<file path="src/rtl/lbsd_pkg.sv">
// ---------------------------------------------------------------------------
// LED blink status decoder package
// Shared types and constants for the decoder core and its channels.
// ---------------------------------------------------------------------------
package lbsd_pkg;

    localparam int NUM_LEDS     = 3;
    localparam int CNT_W        = 4;
    localparam int CLASS_W      = 2;
    localparam int STATUS_W     = 3;

    localparam logic [CNT_W-1:0] SETTLE_RESET = 4'd8;

    typedef logic [CNT_W-1:0] cnt_t;

    typedef enum logic [CLASS_W-1:0] {
        CLS_OFF   = 2'd0,
        CLS_ON    = 2'd1,
        CLS_BLINK = 2'd2
    } class_t;

    typedef enum logic [STATUS_W-1:0] {
        ST_POWER_OFF = 3'd0,
        ST_POWER_ON  = 3'd1,
        ST_BUSY      = 3'd2,
        ST_NO_PAPER  = 3'd3,
        ST_PAPER_JAM = 3'd4,
        ST_ERROR     = 3'd5
    } status_t;

    typedef struct packed {
        logic fire;
        logic level;
    } lane_ctl_t;

endpackage

</file>
<file path="src/rtl/lbsd_channels.sv">
// ---------------------------------------------------------------------------
// LED blink status decoder channels
// Valid/ready interfaces for the LED sample, result and settle write words.
// ---------------------------------------------------------------------------
interface lbsd_pins_if;
    logic valid;
    logic ready;
    logic led_pwr;
    logic led_paper;
    logic led_ink;

    modport source (output valid, output led_pwr, output led_paper, output led_ink,
                    input ready);
    modport sink (input valid, input led_pwr, input led_paper, input led_ink,
                  output ready);
endinterface

interface lbsd_result_if;
    import lbsd_pkg::*;
    logic                valid;
    logic                ready;
    logic [CLASS_W-1:0]  pwr_class;
    logic [CLASS_W-1:0]  paper_class;
    logic [CLASS_W-1:0]  ink_class;
    logic [STATUS_W-1:0] printer_status;

    modport source (output valid, output pwr_class, output paper_class,
                    output ink_class, output printer_status, input ready);
    modport sink (input valid, input pwr_class, input paper_class,
                  input ink_class, input printer_status, output ready);
endinterface

interface lbsd_cfg_if;
    import lbsd_pkg::*;
    logic             valid;
    logic             ready;
    logic [CNT_W-1:0] data;

    modport source (output valid, output data, input ready);
    modport sink (input valid, input data, output ready);
endinterface

</file>
<file path="src/rtl/led_blink_status_decoder_core.sv">
// ---------------------------------------------------------------------------
// LED blink status decoder core
// Classes three status LEDs from their tick levels and decodes printer status.
// ---------------------------------------------------------------------------
// An accepted sample word is registered as its result word in the cycle after it.
// One word per cycle unless a held result word is not taken; the three LED lanes
// and the pattern match are combinational, and the output register takes a new
// word while the previous one is read out.
// Reset: rst_n clears all counters, the status to power off and the settle
// threshold to eight.
module led_blink_status_decoder_core (
    input  logic          clk,
    input  logic          rst_n,
    lbsd_pins_if.sink     pins,
    lbsd_result_if.source result,
    lbsd_cfg_if.sink      cfg
);
    import lbsd_pkg::*;

    cnt_t      settle_reg;
    cnt_t      settle_next;
    logic      fire;
    logic      can_take;
    logic      lvl [NUM_LEDS];
    lane_ctl_t ctl [NUM_LEDS];
    class_t    cls [NUM_LEDS];
    class_t    out_cls [NUM_LEDS];
    status_t   out_status;

    assign cfg.ready   = 1'b1;
    assign settle_next = (cfg.valid && cfg.ready) ? cfg.data : settle_reg;

    always_ff @(posedge clk or negedge rst_n)
    begin
        if (!rst_n)
            settle_reg <= SETTLE_RESET;
        else
            settle_reg <= settle_next;
    end

    assign pins.ready = can_take;
    assign fire       = pins.valid && can_take;

    assign lvl[0] = pins.led_pwr;
    assign lvl[1] = pins.led_paper;
    assign lvl[2] = pins.led_ink;

    for (genvar g = 0; g < NUM_LEDS; g++)
    begin : g_lane
        assign ctl[g].fire  = fire;
        assign ctl[g].level = lvl[g];

        lbsd_lane u_lane (
            .clk    (clk),
            .rst_n  (rst_n),
            .settle (settle_reg),
            .ctl    (ctl[g]),
            .cls    (cls[g])
        );
    end

    lbsd_merge u_merge (
        .clk        (clk),
        .rst_n      (rst_n),
        .fire       (fire),
        .cls        (cls),
        .out_ready  (result.ready),
        .can_take   (can_take),
        .out_valid  (result.valid),
        .out_cls    (out_cls),
        .out_status (out_status)
    );

    assign result.pwr_class      = CLASS_W'(out_cls[0]);
    assign result.paper_class    = CLASS_W'(out_cls[1]);
    assign result.ink_class      = CLASS_W'(out_cls[2]);
    assign result.printer_status = STATUS_W'(out_status);

endmodule

</file>
<file path="src/rtl/lbsd_lane.sv">
// ---------------------------------------------------------------------------
// LED blink status decoder lane
// Lit and dark tick counters of one LED and its steady or blinking class.
// ---------------------------------------------------------------------------
module lbsd_lane (
    input  logic               clk,
    input  logic               rst_n,
    input  logic [3:0]         settle,
    input  lbsd_pkg::lane_ctl_t ctl,
    output lbsd_pkg::class_t   cls
);
    import lbsd_pkg::*;

    cnt_t lit_reg;
    cnt_t lit_next;
    cnt_t dark_reg;
    cnt_t dark_next;

    always_comb
    begin
        lit_next  = lit_reg;
        dark_next = dark_reg;
        cls       = CLS_OFF;
        if (ctl.level)
        begin
            if (lit_reg < settle)
            begin
                lit_next = lit_reg + cnt_t'(1);
                cls      = CLS_BLINK;
            end
            else
            begin
                cls = CLS_ON;
            end
            dark_next = '0;
        end
        else
        begin
            if (dark_reg < settle)
            begin
                dark_next = dark_reg + cnt_t'(1);
                cls       = CLS_BLINK;
            end
            else
            begin
                cls = CLS_OFF;
            end
            lit_next = '0;
        end
    end

    always_ff @(posedge clk or negedge rst_n)
    begin
        if (!rst_n)
        begin
            lit_reg  <= '0;
            dark_reg <= '0;
        end
        else if (ctl.fire)
        begin
            lit_reg  <= lit_next;
            dark_reg <= dark_next;
        end
    end

endmodule

</file>
<file path="src/rtl/lbsd_merge.sv">
// ---------------------------------------------------------------------------
// LED blink status decoder merge stage
// Matches the lane classes against the status patterns and holds the result.
// ---------------------------------------------------------------------------
module lbsd_merge (
    input  logic             clk,
    input  logic             rst_n,
    input  logic             fire,
    input  lbsd_pkg::class_t cls [lbsd_pkg::NUM_LEDS],
    input  logic             out_ready,
    output logic             can_take,
    output logic             out_valid,
    output lbsd_pkg::class_t out_cls [lbsd_pkg::NUM_LEDS],
    output lbsd_pkg::status_t out_status
);
    import lbsd_pkg::*;

    status_t status_reg;
    status_t status_next;
    logic    valid_reg;
    logic    valid_next;
    class_t  cls_reg [NUM_LEDS];

    function automatic logic match3(input class_t a, input class_t b, input class_t c,
                                    input class_t x0, input class_t x1,
                                    input class_t x2);
        return (a == x0) && (b == x1) && (c == x2);
    endfunction

    always_comb
    begin
        status_next = status_reg;
        if (match3(cls[0], cls[1], cls[2], CLS_OFF, CLS_OFF, CLS_OFF))
            status_next = ST_POWER_OFF;
        else if (match3(cls[0], cls[1], cls[2], CLS_ON, CLS_OFF, CLS_OFF))
            status_next = ST_POWER_ON;
        else if (match3(cls[0], cls[1], cls[2], CLS_BLINK, CLS_OFF, CLS_OFF))
            status_next = ST_BUSY;
        else if (match3(cls[0], cls[1], cls[2], CLS_BLINK, CLS_ON, CLS_OFF))
            status_next = ST_NO_PAPER;
        else if (match3(cls[0], cls[1], cls[2], CLS_BLINK, CLS_BLINK, CLS_OFF))
            status_next = ST_PAPER_JAM;
        else if (match3(cls[0], cls[1], cls[2], CLS_OFF, CLS_BLINK, CLS_BLINK))
            status_next = ST_ERROR;
    end

    assign can_take = !valid_reg || out_ready;

    always_comb
    begin
        valid_next = valid_reg;
        if (fire)
            valid_next = 1'b1;
        else if (out_ready)
            valid_next = 1'b0;
    end

    always_ff @(posedge clk or negedge rst_n)
    begin
        if (!rst_n)
        begin
            status_reg <= ST_POWER_OFF;
            valid_reg  <= 1'b0;
        end
        else
        begin
            valid_reg <= valid_next;
            if (fire)
                status_reg <= status_next;
        end
    end

    always_ff @(posedge clk)
    begin
        if (fire)
            cls_reg <= cls;
    end

    assign out_valid  = valid_reg;
    assign out_cls    = cls_reg;
    assign out_status = status_reg;

endmodule

</file>
<file path="src/flat_wrapper.sv">
// flat-port wrapper written by rule: the top's interface ports become plain ports
module led_blink_status_decoder_core_flat import lbsd_pkg::*;
  (clk, rst_n, pins_valid, pins_led_pwr, pins_led_paper, pins_led_ink, pins_ready, result_valid, result_pwr_class, result_paper_class, result_ink_class, result_printer_status, result_ready, cfg_valid, cfg_data, cfg_ready);
  lbsd_pins_if pins_i ();
  lbsd_result_if result_i ();
  lbsd_cfg_if cfg_i ();
  input  logic clk;
  input  logic rst_n;
  input wire logic [$bits(pins_i.valid)-1:0] pins_valid;
  input wire logic [$bits(pins_i.led_pwr)-1:0] pins_led_pwr;
  input wire logic [$bits(pins_i.led_paper)-1:0] pins_led_paper;
  input wire logic [$bits(pins_i.led_ink)-1:0] pins_led_ink;
  output wire logic [$bits(pins_i.ready)-1:0] pins_ready;
  output wire logic [$bits(result_i.valid)-1:0] result_valid;
  output wire logic [$bits(result_i.pwr_class)-1:0] result_pwr_class;
  output wire logic [$bits(result_i.paper_class)-1:0] result_paper_class;
  output wire logic [$bits(result_i.ink_class)-1:0] result_ink_class;
  output wire logic [$bits(result_i.printer_status)-1:0] result_printer_status;
  input wire logic [$bits(result_i.ready)-1:0] result_ready;
  input wire logic [$bits(cfg_i.valid)-1:0] cfg_valid;
  input wire logic [$bits(cfg_i.data)-1:0] cfg_data;
  output wire logic [$bits(cfg_i.ready)-1:0] cfg_ready;
  assign pins_i.valid = pins_valid;
  assign pins_i.led_pwr = pins_led_pwr;
  assign pins_i.led_paper = pins_led_paper;
  assign pins_i.led_ink = pins_led_ink;
  assign pins_ready = pins_i.ready;
  assign result_valid = result_i.valid;
  assign result_pwr_class = result_i.pwr_class;
  assign result_paper_class = result_i.paper_class;
  assign result_ink_class = result_i.ink_class;
  assign result_printer_status = result_i.printer_status;
  assign result_i.ready = result_ready;
  assign cfg_i.valid = cfg_valid;
  assign cfg_i.data = cfg_data;
  assign cfg_ready = cfg_i.ready;
  led_blink_status_decoder_core u_core (.clk(clk), .rst_n(rst_n), .pins(pins_i), .result(result_i), .cfg(cfg_i));
endmodule
</file>
<file path="config.mk">
export PLATFORM = sky130hd
export DESIGN_NAME = led_blink_status_decoder_core_flat
export DESIGN_NICKNAME = d
export VERILOG_FILES = /design/src/rtl/lbsd_pkg.sv /design/src/rtl/lbsd_channels.sv /design/src/rtl/led_blink_status_decoder_core.sv /design/src/rtl/lbsd_lane.sv /design/src/rtl/lbsd_merge.sv /design/src/flat_wrapper.sv
export SDC_FILE = /design/constraint.sdc
export NUM_CORES = 1
export LEC_CHECK = 0
export CAP_MARGIN = 20
export CORE_MARGIN = 10
export CORE_UTILIZATION = 45
export DETAILED_ROUTE_END_ITERATION = 7
export DONT_BUFFER_PORTS = 1
export GPL_ROUTABILITY_DRIVEN = 0
export PLACE_DENSITY_LB_ADDON = 0.25
export SLEW_MARGIN = 25
export SYNTH_ARGS = -nofsm -noshare
export SYNTH_HDL_FRONTEND = slang
export SYNTH_SLANG_ARGS = --single-unit
</file>
<file path="constraint.sdc">
create_clock -name clk -period 2.15 [get_ports clk]
set_input_delay 0.3225 -clock clk [delete_from_list [all_inputs] [get_ports clk]]
set_output_delay 0.3225 -clock clk [all_outputs]
set_load 0.02 [all_outputs]
</file>
==> impl_results.md, run 1 <==
- Row Count: 26
- Critical path class: flip-flop to flip-flop
- Critical path launch point type: flip-flop
- Min-delay src: cfg_valid
- Layout cells sized above 1: 0.1569
- Yosys top cell by area: dfrtp_1
- Yosys warning count: 0
- Largest stage delay, worst path: 0.53 ns
- R2R setup slack: 0.07 ns
- DRT iter0 DRCs: 65
- Capture point of the worst reg-to-reg path: u_core.u_merge.out_status[1]
- Max Root-Sink Buffers: 2
- Maximum vdd drop: 0.5387 mV
- Switch share: 0.4245
- FF-to-FF Start: u_core.settle_reg[3]
- First-pass GRT wire length: 8790 µm
- Worst skew pair latency: 0.29 ns
- Design Area, Final: 2699 µm²
- DRT Wirelength: 5117 µm
- Avg Cell Area, Syn: 9.237 µm²
- Clk sinks: 38
- Unique cell type count in the Yosys netlist: 38
- H-tree depth: 2
- Vias/cell: 5.390
- Post-Synthesis Cells: 256
- Drt first pass iters: 4
- Initial Util: 0.4630
- Layout area overhead: 14.13%
- Max Slew Vio Count: 0
- Fin crit share: 0.9654
- Final cell count without fillers: 344
- I/O pin cnt: 24
- Largest net degree at the start of global routing: 33
- DIE HEIGHT: 92.49 µm
- DIE AREA: 8554 µm²
- Post-synth top area share: 0.3280
- Ant. Diodes: 0
- Postcts setup bufs: 0
- Critical path arrival: 2.26 ns
- Worst R2R Path Depth: 9
- Number of global-route vias before repair: 1782
- Placed inst area: 2531 µm²
- Hold Crit Class: primary input to flip-flop
- Crit-path cells: inv_2, buf_4, ha_1, o21a_1, nor2_2, a211oi_2, and4bb_1, o211ai_2, a22o_1
- Residual DRC count: 0
- Initial antenna violation count: 0
- Mapped cell area: 2365 µm²
- DIE WIDTH: 92.49 µm
- Total Power: 3.534 mW
- Outcome: completed
- Core footprint: 5107 µm²
- Detail Route Antenna Nets: 0
- P_sw: 1.500 mW
- CP required: 2.34 ns
- Final hold violations: 0
- RSZ-0062 raised after global routing: yes
- Sequential Power Share: 0.391
- Port-buffer cells: 0
- Clock Pin Slew Worst Setup and Hold Paths: 0.07 ns
- CTS tree: done
- Hold Worst Slack: 0.09047 ns
- Slowest CP cell: dfstp_2
- TritonCTS buffer count: 5
- Per-cell routed wire length: 14.88 µm
- # nets final: 309
- Worst setup EP type: flip-flop
- Total gr overflow: 0
- PwrDens: 1310 nW/µm²
- Post-route minimum period: 2.076 ns
- Int Pwr: 2.034 mW
- Root buf cell: clkbuf_8
- Leak: 1.230 nW
- Worst hold path cell count: 1
- CP max FO: 6
- Hold Path Sink: u_core.settle_reg[3]
- Clock network power share: 0.136
- # setup viols final: 0
- Number of synthesized register bits: 38
- Syn Nets: 292
- Dpl cells: 334
- GRT Resource Usage Total: 0.1259
- Routed vias: 1854
- Detail Placement HPWL: 3750 µm
- Worst Skew: 0.007302 ns
- F_max: 0.4818 GHz
- Combinational share of power: 0.473
- Seq/Total Area, Yosys: 0.4153
- Top post-synthesis cells by area: dfrtp_1 (33%), ha_1 (13%), edfxtp_1 (7.6%)
- Max-Cap Viols: 0
## through the flow
stage / utilization / TNS [ns] / worst slack, ns
6_report: 0.5284 / 0 / 0.07444
2_1_floorplan: - / 0 / 0.1115
4_1_cts: 0.5196 / 0 / 0.03826
3_3_place_gp: 0.4956 / 0 / 0.02193
3_5_place_dp: 0.4956 / -0.01239 / -0.01239
5_1_grt: 0.5284 / -0.04327 / -0.03750
## cell type report
| cell class | count | area [µm²] |
|---|---|---|
| clock inverters | 3 | 16.27 |
| fillers | 483 | 2409 |
| inverters | 13 | 48.80 |
| flip-flops and latches | 38 | 982.2 |
| clock buffers | 5 | 68.82 |
| repair buffers | 17 | 142.6 |
| multi-input cells | 198 | 1353 |
| well taps | 70 | 87.58 |
## cell usage in the layout (no fill, tap or decap), types with 2 or more instances in the layout
master and instances:
a22oi_1 5, inv_2 5, mux2i_1 14, nand3_1 6, nor3_1 4, a31oi_1 3
o211ai_1 2, o21ai_0 13, a211oi_2 2, a22o_1 4, ha_1 24, nor2b_1 2
a2111oi_4 2, clkbuf_8 5, nand2b_1 8, o21ai_1 16, buf_4 15, a21oi_2 2
nor2_1 30, nand2_1 28, nor3_2 2, o21a_1 5, a21oi_1 10, edfxtp_1 6
dfrtp_1 31, nand4_1 2, inv_1 8, nor2_2 3
## power groups by stage
stage	sequential, mW	clock (mW)	combinational, mW
2_1_floorplan	1.31	0	1.17
3_3_place_gp	1.38	0	1.48
3_5_place_dp	1.40	0	1.53
4_1_cts	1.38	0.501	1.58
5_1_grt	1.43	0.529	1.93
6_report	1.38	0.481	1.67
## worst max path at each step
stage | startpoint | cells past startpoint | slack (ns) | end
final | u_core.settle_reg[3] | 9 | 0.07 | u_core.u_merge.out_status[1]
after global routing | u_core.settle_reg[3] | 9 | -0.04 | u_core.u_merge.out_status[1]
after CTS | u_core.settle_reg[3] | 9 | 0.04 | u_core.u_merge.out_status[1]
after detailed placement | u_core.settle_reg[1] | 9 | -0.01 | u_core.u_merge.out_status[1]
after global placement | u_core.settle_reg[1] | 9 | 0.02 | u_core.u_merge.out_status[1]
after floorplan | u_core.settle_reg[1] | 9 | 0.11 | u_core.u_merge.out_status[1]
## logic make-up (layout without fill, tap and decap cells)
family	count (synthesis)	count (layout)	synth area share
compound gates	68	68	0.1862
fa+ha+maj	24	24	0.1270
buf+inv	20	38	0.03492
flops	38	38	0.4153
mux	14	14	0.05926
other cells	1	1	0.001586
simple gates	91	91	0.1757
## worst max-delay path, delay by kind of cell (launching register included)
family	cells	cell delay, ns
flip-flops	1	0.53
AND/OR/NAND/NOR	2	0.45
AO/OA/AOI/OAI	4	0.52
adder cells (fa/ha/maj)	1	0.29
buffers and inverters	2	0.20
## repair_timing
| item | 4_1_cts | 5_1_grt |
|---|---|---|
| pin swaps | 0 | 3 |
| gates resized for setup | 3 | 12 |
| hold endpoints to repair | 32 | 0 |
| endpoints found under the setup margin | 1 | 14 |
| hold buffers | 2 | 0 |
## Yosys cell counts
| cell | instances |
|---|---|
| a21oi_1 | 12 |
| nor2_1 | 32 |
| a22oi_1 | 5 |
| or2_1 | 2 |
| nor2_2 | 1 |
| conb_1 | 1 |
| and4bb_1 | 1 |
| edfxtp_1 | 6 |
| a31oi_1 | 3 |
| nand2b_1 | 8 |
| and2_1 | 1 |
| a211oi_1 | 2 |
| mux2i_1 | 14 |
| o21ai_1 | 15 |
| o211ai_2 | 1 |
| and3_1 | 1 |
| o22ai_1 | 1 |
| a2111oi_4 | 1 |
| a22o_1 | 4 |
| ha_1 | 24 |
| o21ai_0 | 14 |
| dfstp_2 | 1 |
| inv_1 | 11 |
| o2111ai_1 | 1 |
| nor2b_1 | 2 |
| nor3_1 | 6 |
| a2111oi_1 | 1 |
| o21a_1 | 5 |
| nand2_1 | 28 |
| nand3_1 | 6 |
| nand4_1 | 2 |
| clkbuf_1 | 5 |
| dfrtp_1 | 31 |
| buf_4 | 2 |
| nand2_4 | 1 |
| inv_2 | 2 |
| o211ai_1 | 2 |
| a2111o_1 | 1 |
## per-layer routing
metal  up-vias  GRT usage  routed length (µm)
met5         -          0                   0
met4         0    0.04627                  68
met3         6    0.03874                 310
met2        37     0.1876                2230
met1       863     0.1676                2508
li1        948          -                   -
(Power assumes the default switching activity.)
==> run 2, diff against run 1 <==
--- a/config.mk
+++ b/config.mk
@@ -12,6 +12,7 @@
 export DONT_BUFFER_PORTS = 1
 export GPL_ROUTABILITY_DRIVEN = 0
 export PLACE_DENSITY_LB_ADDON = 0.25
+export REMOVE_ABC_BUFFERS = 1
 export SLEW_MARGIN = 25
 export SYNTH_ARGS = -nofsm -noshare
 export SYNTH_HDL_FRONTEND = slang
==> impl_results.md, run 2 (same netlist as run 1, synthesis figures left out) <==
- Initial antenna violation count: 0
- Drt first pass iters: 4
- Final hold violations: 0
- CP max FO: 6
- Final core utilization: 0.5287
- RSZ-0062 raised after global routing: yes
- Worst Skew: 0.01109 ns
- Residual DRC count: 0
- Layout cells sized above 1: 0.1486
- DIE AREA: 8554 µm²
- Switch share: 0.4185
- Ant. Diodes: 0
- DRT iter0 DRCs: 130
- Clock Pin Slew Worst Setup and Hold Paths: 0.07 ns
- Total Power: 3.508 mW
- Clock network power share: 0.147
- Dpl cells: 336
- Sequential Power Share: 0.395
- CP required: 2.33 ns
- Max Slew Vio Count: 0
- Max-Cap Viols: 0
- Outcome: completed
- Int Pwr: 2.040 mW
- Largest stage delay, worst path: 0.53 ns
- Worst setup EP type: flip-flop
- Core footprint: 5107 µm²
- DIE HEIGHT: 92.49 µm
- Critical path arrival: 2.29 ns
- Max Root-Sink Buffers: 2
- First-pass GRT wire length: 9080 µm
- Hold Crit Class: primary input to flip-flop
- P_sw: 1.468 mW
- Combinational share of power: 0.457
- Final worst slack: 0.04220 ns
- Row Count: 26
- # nets final: 311
- Layout area overhead: 14.18%
- H-tree depth: 2
- Root buf cell: clkbuf_8
- Vias/cell: 5.370
- I/O pin cnt: 24
- PwrDens: 1299 nW/µm²
- # setup viols final: 0
- Slowest CP cell: dfstp_2
- Fill cells: 482
- Leak: 1.240 nW
- DIE WIDTH: 92.49 µm
- Crit-path cells: inv_2, buf_4, ha_1, o21a_1, nor2_1, a211oi_2, and4bb_1, o211ai_2, a22o_1
- Largest net degree at the start of global routing: 33
- Final setup TNS: 0 ns
- Final cell count without fillers: 346
- DRT Wirelength: 5204 µm
- Detail Placement HPWL: 3820 µm
- DP Worst Slack: -0.01845 ns
- Maximum vdd drop: 0.3878 mV
- Critical path launch point type: flip-flop
- Port-buffer cells: 0
- Total gr overflow: 0
- CTS tree: done
- Routed vias: 1858
- Per-cell routed wire length: 15.04 µm
- F_max: 0.4744 GHz
- Fin crit share: 0.9804
- Post-route minimum period: 2.108 ns
- Number of global-route vias before repair: 1859
- Critical path class: flip-flop to flip-flop
- Most frequent cells in the layout: nor2_1 (31), dfrtp_1 (31), nand2_1 (28), ha_1 (24), buf_4 (17)
- Detail Route Antenna Nets: 0
- Initial Util: 0.4630
- Worst skew pair latency: 0.30 ns
- TritonCTS buffer count: 5
- GRT Resource Usage Total: 0.1290
- Clk sinks: 38
[run 2: cell count changes in the layout (fill, tap and decap cells not counted), sizes merged]
| cell | change |
|---|---|
| buf | +2 |
| clkbuf | +3 |
| clkinvlp | -1 |
| clkinv | -2 |
[run 2: worst max-delay path, delay by kind of cell, from the launching register on]
kind	cells	cell delay, ns
flops	1	0.53
compound gates	4	0.53
simple gates	2	0.45
fa+ha+maj	1	0.28
buf+inv	2	0.20
[run 2: cell type report]
type | instances | area (µm²) | share of cell area
multi-input cells | 198 | 1334 | 0.4940
flip-flops and latches | 38 | 982.2 | 0.3638
inverters | 13 | 48.80 | 0.01807
repair buffers | 19 | 157.7 | 0.05839
clock buffers | 8 | 90.09 | 0.03336
well taps | 70 | 87.58 | 0.03244
[run 2: path summary, 6_finish.rpt]
check,startpoint,endpoint,slack [ns],cells past startpoint
hold / removal,cfg_valid,u_core.settle_reg[3],0.09,1
min in group asynchronous,rst_n,u_core.g_lane[1].u_lane.lit_reg[0],0.47,2
setup reg to reg,u_core.settle_reg[3],u_core.u_merge.out_status[1],0.04,9
setup / recovery,u_core.settle_reg[3],u_core.u_merge.out_status[1],0.04,9
hold reg to reg,u_core.g_lane[2].u_lane.lit_reg[0],u_core.g_lane[2].u_lane.lit_reg[0],0.53,1
max in group asynchronous,rst_n,u_core.settle_reg[3],1.42,2
[run 2: timing repair]
item                                   CTS  global route
endpoints found under the hold margin   32             0
gates cloned                             0             0
buffers inserted                         0             0
hold buffers                             2             0
setup endpoints to repair                1             9
gates resized for setup                  3             8
[run 2: routing by layer]
layer  GRT usage  vias up  share of wire
met4     0.05141        0          0.020
li1            -      948              -
met5           0        -              0
met1      0.1691      867           0.49
met2      0.1982       33           0.45
met3     0.03309       10          0.045
[run 2: power groups by stage]
| stage | combinational [mW] | clock, mW | sequential [mW] |
|---|---|---|---|
| after floorplan | 1.14 | 0 | 1.31 |
| after global placement | 1.46 | 0 | 1.39 |
| after detailed placement | 1.51 | 0 | 1.40 |
| after CTS | 1.56 | 0.531 | 1.39 |
| after global routing | 1.86 | 0.563 | 1.45 |
| final | 1.60 | 0.517 | 1.39 |
[run 2: through the flow]
| stage | hold slack, ns | instance area [µm²] |
|---|---|---|
| 6_report | 0.09196 | 2700 |
| 4_1_cts | 0.08371 | 2674 |
| 3_3_place_gp | 0.02798 | 2546 |
| 5_1_grt | 0.08840 | 2700 |
| 2_1_floorplan | 0.02691 | 2331 |
| 3_5_place_dp | 0.02802 | 2546 |
